**src/sv/qrspp_divider.sv**
```systemverilog
// ----------------------------------------------------------------------------
// qrspp_divider
// restoring unsigned divider, two quotient bits per clock
// ----------------------------------------------------------------------------
module qrspp_divider #(
  parameter int DVD_W = 36,  // must be even
  parameter int DVS_W = 5
) (
  input  logic             clk,
  input  logic             rst,
  input  logic             start,
  input  logic [DVD_W-1:0] dividend,
  input  logic [DVS_W-1:0] divisor,
  output logic [DVD_W-1:0] quotient,
  output logic             busy
);

  localparam int STEPS  = DVD_W / 2;
  localparam int STEP_W = $clog2(STEPS + 1);

  logic [DVD_W-1:0]  dvd;
  logic [DVD_W-1:0]  dvd_next;
  logic [DVS_W-1:0]  rem;
  logic [DVS_W-1:0]  rem_next;
  logic [DVS_W-1:0]  dvs;
  logic [STEP_W-1:0] left;

  // dividend shifts out at the top while quotient bits fill in at the bottom
  always_comb begin : radix4_step
    logic [DVS_W:0] trial;
    logic [DVS_W:0] diff;
    dvd_next = dvd;
    rem_next = rem;
    for (int i = 0; i < 2; i++) begin
      trial    = {rem_next, dvd_next[DVD_W-1]};
      diff     = trial - {1'b0, dvs};
      dvd_next = {dvd_next[DVD_W-2:0], 1'b0};
      if (trial >= {1'b0, dvs}) begin
        rem_next    = diff[DVS_W-1:0];
        dvd_next[0] = 1'b1;
      end else begin
        rem_next = trial[DVS_W-1:0];
      end
    end
  end

  always_ff @(posedge clk) begin
    if (rst) begin
      left <= '0;
    end else if (start) begin
      left <= STEP_W'(STEPS);
    end else if (left != '0) begin
      left <= left - STEP_W'(1);
    end
  end

  always_ff @(posedge clk) begin
    if (start) begin
      dvd <= dividend;
      dvs <= divisor;
      rem <= '0;
    end else if (left != '0) begin
      dvd <= dvd_next;
      rem <= rem_next;
    end
  end

  assign busy     = (left != '0);
  assign quotient = dvd;

endmodule

```
**config.mk**
```make
export PLATFORM = sky130hd
export DESIGN_NAME = qrspp_divider
export DESIGN_NICKNAME = d
export VERILOG_FILES = /design/src/sv/qrspp_divider.sv
export SDC_FILE = /design/constraint.sdc
export NUM_CORES = 1
export LEC_CHECK = 0
export BUFFER_PORTS_ARGS = -buffer_cell sky130_fd_sc_hd__buf_2
export CAP_MARGIN = 15
export CORE_MARGIN = 3
export CORE_UTILIZATION = 53
export CTS_BUF_LIST = sky130_fd_sc_hd__clkbuf_4 sky130_fd_sc_hd__clkbuf_8
export DETAILED_ROUTE_END_ITERATION = 16
export PLACE_DENSITY = 0.89
export SYNTH_ARGS = -nofsm -noshare
export SYNTH_HDL_FRONTEND = slang
export SYNTH_SLANG_ARGS = --single-unit
```
**constraint.sdc**
```tcl
create_clock -name clk -period 6.6 [get_ports clk]
set_clock_uncertainty 0.05 [all_clocks]
set_input_delay 0.66 -clock clk [delete_from_list [all_inputs] [get_ports clk]]
set_output_delay 0.66 -clock clk [all_outputs]
set_load 0.02 [all_outputs]
```
==> impl_metrics.xml <==
<?xml version="1.0" encoding="UTF-8"?>
<metrics>
  <group name="clock_network">
    <metric name="clk_pin_slew_worst_paths" unit="ns">0.10</metric>
    <metric name="insertion_delay" unit="ns">0.31</metric>
    <metric name="cts_hold_buf" unit="">0</metric>
    <metric name="tritoncts" unit="">built</metric>
    <metric name="postCtsResizedCells" unit="">0</metric>
    <metric name="cts_buffer_depth" unit="">2</metric>
    <metric name="cts.htree.levels" unit="">2</metric>
    <metric name="numClockSinks" unit="">51</metric>
    <metric name="cts_buffers" unit="">5</metric>
    <metric name="ctsRootBufferMaster" unit="">clkbuf_8</metric>
    <metric name="post-cts-setup-buffers" unit="">0</metric>
  </group>
  <group name="detailed_routing">
    <metric name="num_vias" unit="">1919</metric>
    <metric name="antenna_left" unit="">0</metric>
    <metric name="routedWlPerCell" unit="µm">16.5</metric>
    <metric name="dr_iter_0_viols" unit="">75</metric>
    <metric name="drc" unit="">0</metric>
    <metric name="detailedRoute.firstPassIterationCount" unit="">4</metric>
    <metric name="drt_wl_total" unit="mm">5.80</metric>
    <metric name="viasPerCell" unit="">5.45</metric>
  </group>
  <group name="layout">
    <metric name="num-fill-cells" unit="">364</metric>
    <metric name="layout.cells.non_filler" unit="">352</metric>
    <metric name="final_net_count" unit="">341</metric>
    <metric name="layout-drive-gt1-share" unit="%">46.0</metric>
    <metric name="final_core_utilization" unit="%">66.8</metric>
    <metric name="final_design_instance_area_without_fill" unit="µm²">3200</metric>
    <metric name="area_growth" unit="%">20.1</metric>
    <metric name="diodes" unit="">0</metric>
  </group>
  <group name="synth">
    <metric name="yosysSeqAreaShare" unit="%">53.8</metric>
    <metric name="synthesized_area_fraction_occupied_by_and_or_nand_nor_cells" unit="%">7.89</metric>
    <metric name="syn_area_per_cell" unit="µm²">13.2</metric>
    <metric name="synth_compound_area_share" unit="%">11.4</metric>
    <metric name="synth-seq-cells" unit="">51</metric>
    <metric name="post_synth_inst_count" unit="">202</metric>
    <metric name="synthAdderAreaFrac" unit="%">6.67</metric>
    <metric name="synthDistinctLibCells" unit="">48</metric>
    <metric name="post_synthesis_xor_xnor_area_fraction" unit="%">1.97</metric>
    <metric name="top_reg_cell_synth" unit="">edfxtp_1</metric>
    <metric name="synth_top_family_by_area" unit="">multiplexers</metric>
    <metric name="yosysWarningCount" unit="">0</metric>
    <metric name="synthArstFlopShare" unit="%">0</metric>
    <metric name="synth_area" unit="µm²">2660</metric>
    <metric name="post_synthesis_net_count" unit="">259</metric>
    <metric name="post_synth_mux_area_share" unit="%">14.8</metric>
    <metric name="synth_edf_count" unit="">41</metric>
  </group>
  <group name="worst_hold_path">
    <metric name="hp-class" unit="">reg -&gt; reg</metric>
    <metric name="hold_path_start" unit="">left[4]</metric>
  </group>
  <group name="place">
    <metric name="io_buffer_count" unit="">80</metric>
    <metric name="dp_cells" unit="">344</metric>
    <metric name="detailed_place.area" unit="µm²">3110</metric>
    <metric name="hpwl" unit="mm">4.46</metric>
    <metric name="finalWeightedCongestion" unit="">0.887</metric>
  </group>
  <group name="power">
    <metric name="static-leakage-power" unit="nW">1.38</metric>
    <metric name="finalPower" unit="mW">1.20</metric>
    <metric name="power.ir.vdd_worst" unit="V">0.000208</metric>
    <metric name="power_per_cell_area" unit="nW/µm²">377</metric>
  </group>
  <group name="worst_setup_path">
    <metric name="timing.critical_path.arrival" unit="ns">3.76</metric>
    <metric name="critical_path.reg2reg.startpoint" unit="">quotient[35]</metric>
    <metric name="crit_chain" unit="">inv_1 &gt; ha_1 &gt; inv_1 &gt; fa_1 &gt; a21oi_1 &gt; or2_0 &gt; a21oi_2 &gt; a21o_1 &gt; fa_1 &gt; nand3_1 &gt; a31oi_1 &gt; a31oi_4 &gt; nand2_1 &gt; mux2_2</metric>
    <metric name="crit_start" unit="">quotient[35]</metric>
    <metric name="slowest_stage" unit="">edfxtp_1</metric>
    <metric name="setup.reg_to_reg.worst_slack" unit="ns">2.86</metric>
    <metric name="worstSetupEndpointType" unit="">flop</metric>
    <metric name="crit_fanout" unit="">7</metric>
    <metric name="cp.required" unit="ns">6.62</metric>
    <metric name="timing.critical_path.slowest_cell_delay" unit="ns">0.45</metric>
    <metric name="worst_setup_path_start_kind" unit="">flop</metric>
    <metric name="timing_worst_setup_path_type" unit="">reg -&gt; reg</metric>
  </group>
  <group name="timing">
    <metric name="finalHoldViolations" unit="">0</metric>
    <metric name="grt_setup_unrepaired" unit="">no</metric>
    <metric name="slew_violations" unit="">0</metric>
    <metric name="max_slew_margin" unit="%">61.4</metric>
    <metric name="setup_tns" unit="ns">0</metric>
    <metric name="timing.final.setup_violations" unit="">0</metric>
    <metric name="period_minus_slack" unit="ns">3.74</metric>
    <metric name="layout_worst_path_cycle_share" unit="%">56.7</metric>
    <metric name="max_slew.worst_pin.slew" unit="ns">0.579</metric>
    <metric name="fmax" unit="GHz">0.267</metric>
  </group>
  <group name="floorplanning">
    <metric name="die_width" unit="µm">76.9</metric>
    <metric name="die_y" unit="µm">76.9</metric>
    <metric name="core_region_area" unit="µm²">4790</metric>
    <metric name="io_pins" unit="">81</metric>
    <metric name="fp.dieArea" unit="µm²">5910</metric>
    <metric name="initial_utilization" unit="%">55.6</metric>
    <metric name="rows" unit="">25</metric>
  </group>
  <group name="global_routing">
    <metric name="first_pass_grt_wire_length" unit="mm">9.88</metric>
    <metric name="largest_net_degree_at_the_start_of_global_routing" unit="">50</metric>
    <metric name="grt_overflow" unit="">0</metric>
    <metric name="antenna_found_initial" unit="">0</metric>
    <metric name="vias_in_the_first_global_route" unit="">2050</metric>
    <metric name="track_usage" unit="%">21.2</metric>
  </group>
  <group name="flow_run">
    <metric name="cap_viol_max_count" unit="">0</metric>
  </group>
  <group name="outcome">
    <metric name="outcome" unit="">finished clean</metric>
  </group>
</metrics>
-- state kept, by name (all words and copies together), names as in the netlist --
register  flops
rem           5
quotient     36
dvs           5
left          5
-- layout by cell type (no fill, tap or decap), drive strengths merged, types with 3 or more instances in the layout --
cell / netlist / layout
clkbuf: 4 / 5
nand2: 7 / 7
edfxtp: 41 / 41
nand3: 5 / 5
buf: 3 / 82
xnor2: 5 / 5
o211ai: 3 / 3
inv: 12 / 12
ha: 11 / 11
mux2: 35 / 35
a21oi: 8 / 8
dfxtp: 10 / 10
o21ai: 5 / 5
nor3: 6 / 6
nor2: 12 / 12
-- cell families (layout without fill, tap and decap cells) --
group                      count (synthesis)  count (layout)
xor gates and xnor gates                   6               6
adders and majority gates                 13              13
muxes                                     35              35
DFF                                       51              51
AOI/OAI and AO/OA                         36              36
buffers and inverters                     19             102
and+or+nand+nor                           42              42
-- routing by layer --
layer | share of wire, % | global-route usage, % | routed length (µm) | vias up
li1 | - | - | - | 922
met1 | 43 | 27.1 | 2470 | 911
met2 | 48 | 35.0 | 2810 | 77
met3 | 7.7 | 6.46 | 445 | 9
met4 | 1.3 | 5.62 | 73 | 0
met5 | 0 | 0 | 0 | -
-- synthesized netlist by cell type (all sizes together) (2+ instances only) --
cell type / number / area (µm²)
edfxtp: 41 / 1230
mux2: 35 / 394
inv: 12 / 45.0
nor2: 12 / 45.0
ha: 11 / 138
dfxtp: 10 / 200
a21oi: 8 / 43.8
nand2: 7 / 26.3
nor3: 6 / 30.0
nand3: 5 / 25.0
o21ai: 5 / 25.0
xnor2: 5 / 43.8
clkbuf: 4 / 15.0
buf: 3 / 33.8
o211ai: 3 / 27.5
a211oi: 2 / 27.5
a21o: 2 / 15.0
a31oi: 2 / 27.5
and3: 2 / 13.8
fa: 2 / 40.0
nor2b: 2 / 12.5
o211a: 2 / 20.0
o21a: 2 / 15.0
or2: 2 / 12.5
-- path summary, 6_finish.rpt --
kind	cells past startpoint	endpoint
min	2	left[4]
max	14	quotient[0]
min reg2reg	2	left[4]
max reg2reg	14	quotient[0]
-- critical path, delay by kind of cell (launching register included) --
kind                       cells  cell delay (ns)
DFF                            1             0.45
and+or+nand+nor                3             0.69
adders and majority gates      3             1.01
AOI/OAI and AO/OA              5             0.88
buffers and inverters          2             0.14
muxes                          1             0.27
-- metrics by stage --
stage / hold WS (ns) / worst slack (ns)
finish: 0.452 / 2.86
global placement: 0.411 / 2.97
global route: 0.451 / 2.57
CTS: 0.449 / 2.88
detailed placement: 0.427 / 2.89
floorplan: 0.398 / 3.23
-- final cells by class --
cell class                      count  area [µm²]  area share, %
Timing Repair Buffer               82         415           13.0
Sequential cell                    51        1430           44.8
Inverter                           12        45.0           1.41
Clock buffer                        5        68.8           2.15
Multi-Input combinational cell    132        1140           35.6
Clock inverter                      3        15.0          0.470
Tap cell                           67        83.8           2.62
-- power breakdown --
part / internal [mW] / total, mW / switching (mW)
Clock: 0.0722 / 0.176 / 0.104
Sequential: 0.425 / 0.468 / 0.0433
Combinational: 0.237 / 0.560 / 0.323
(Power assumes the default switching activity.)
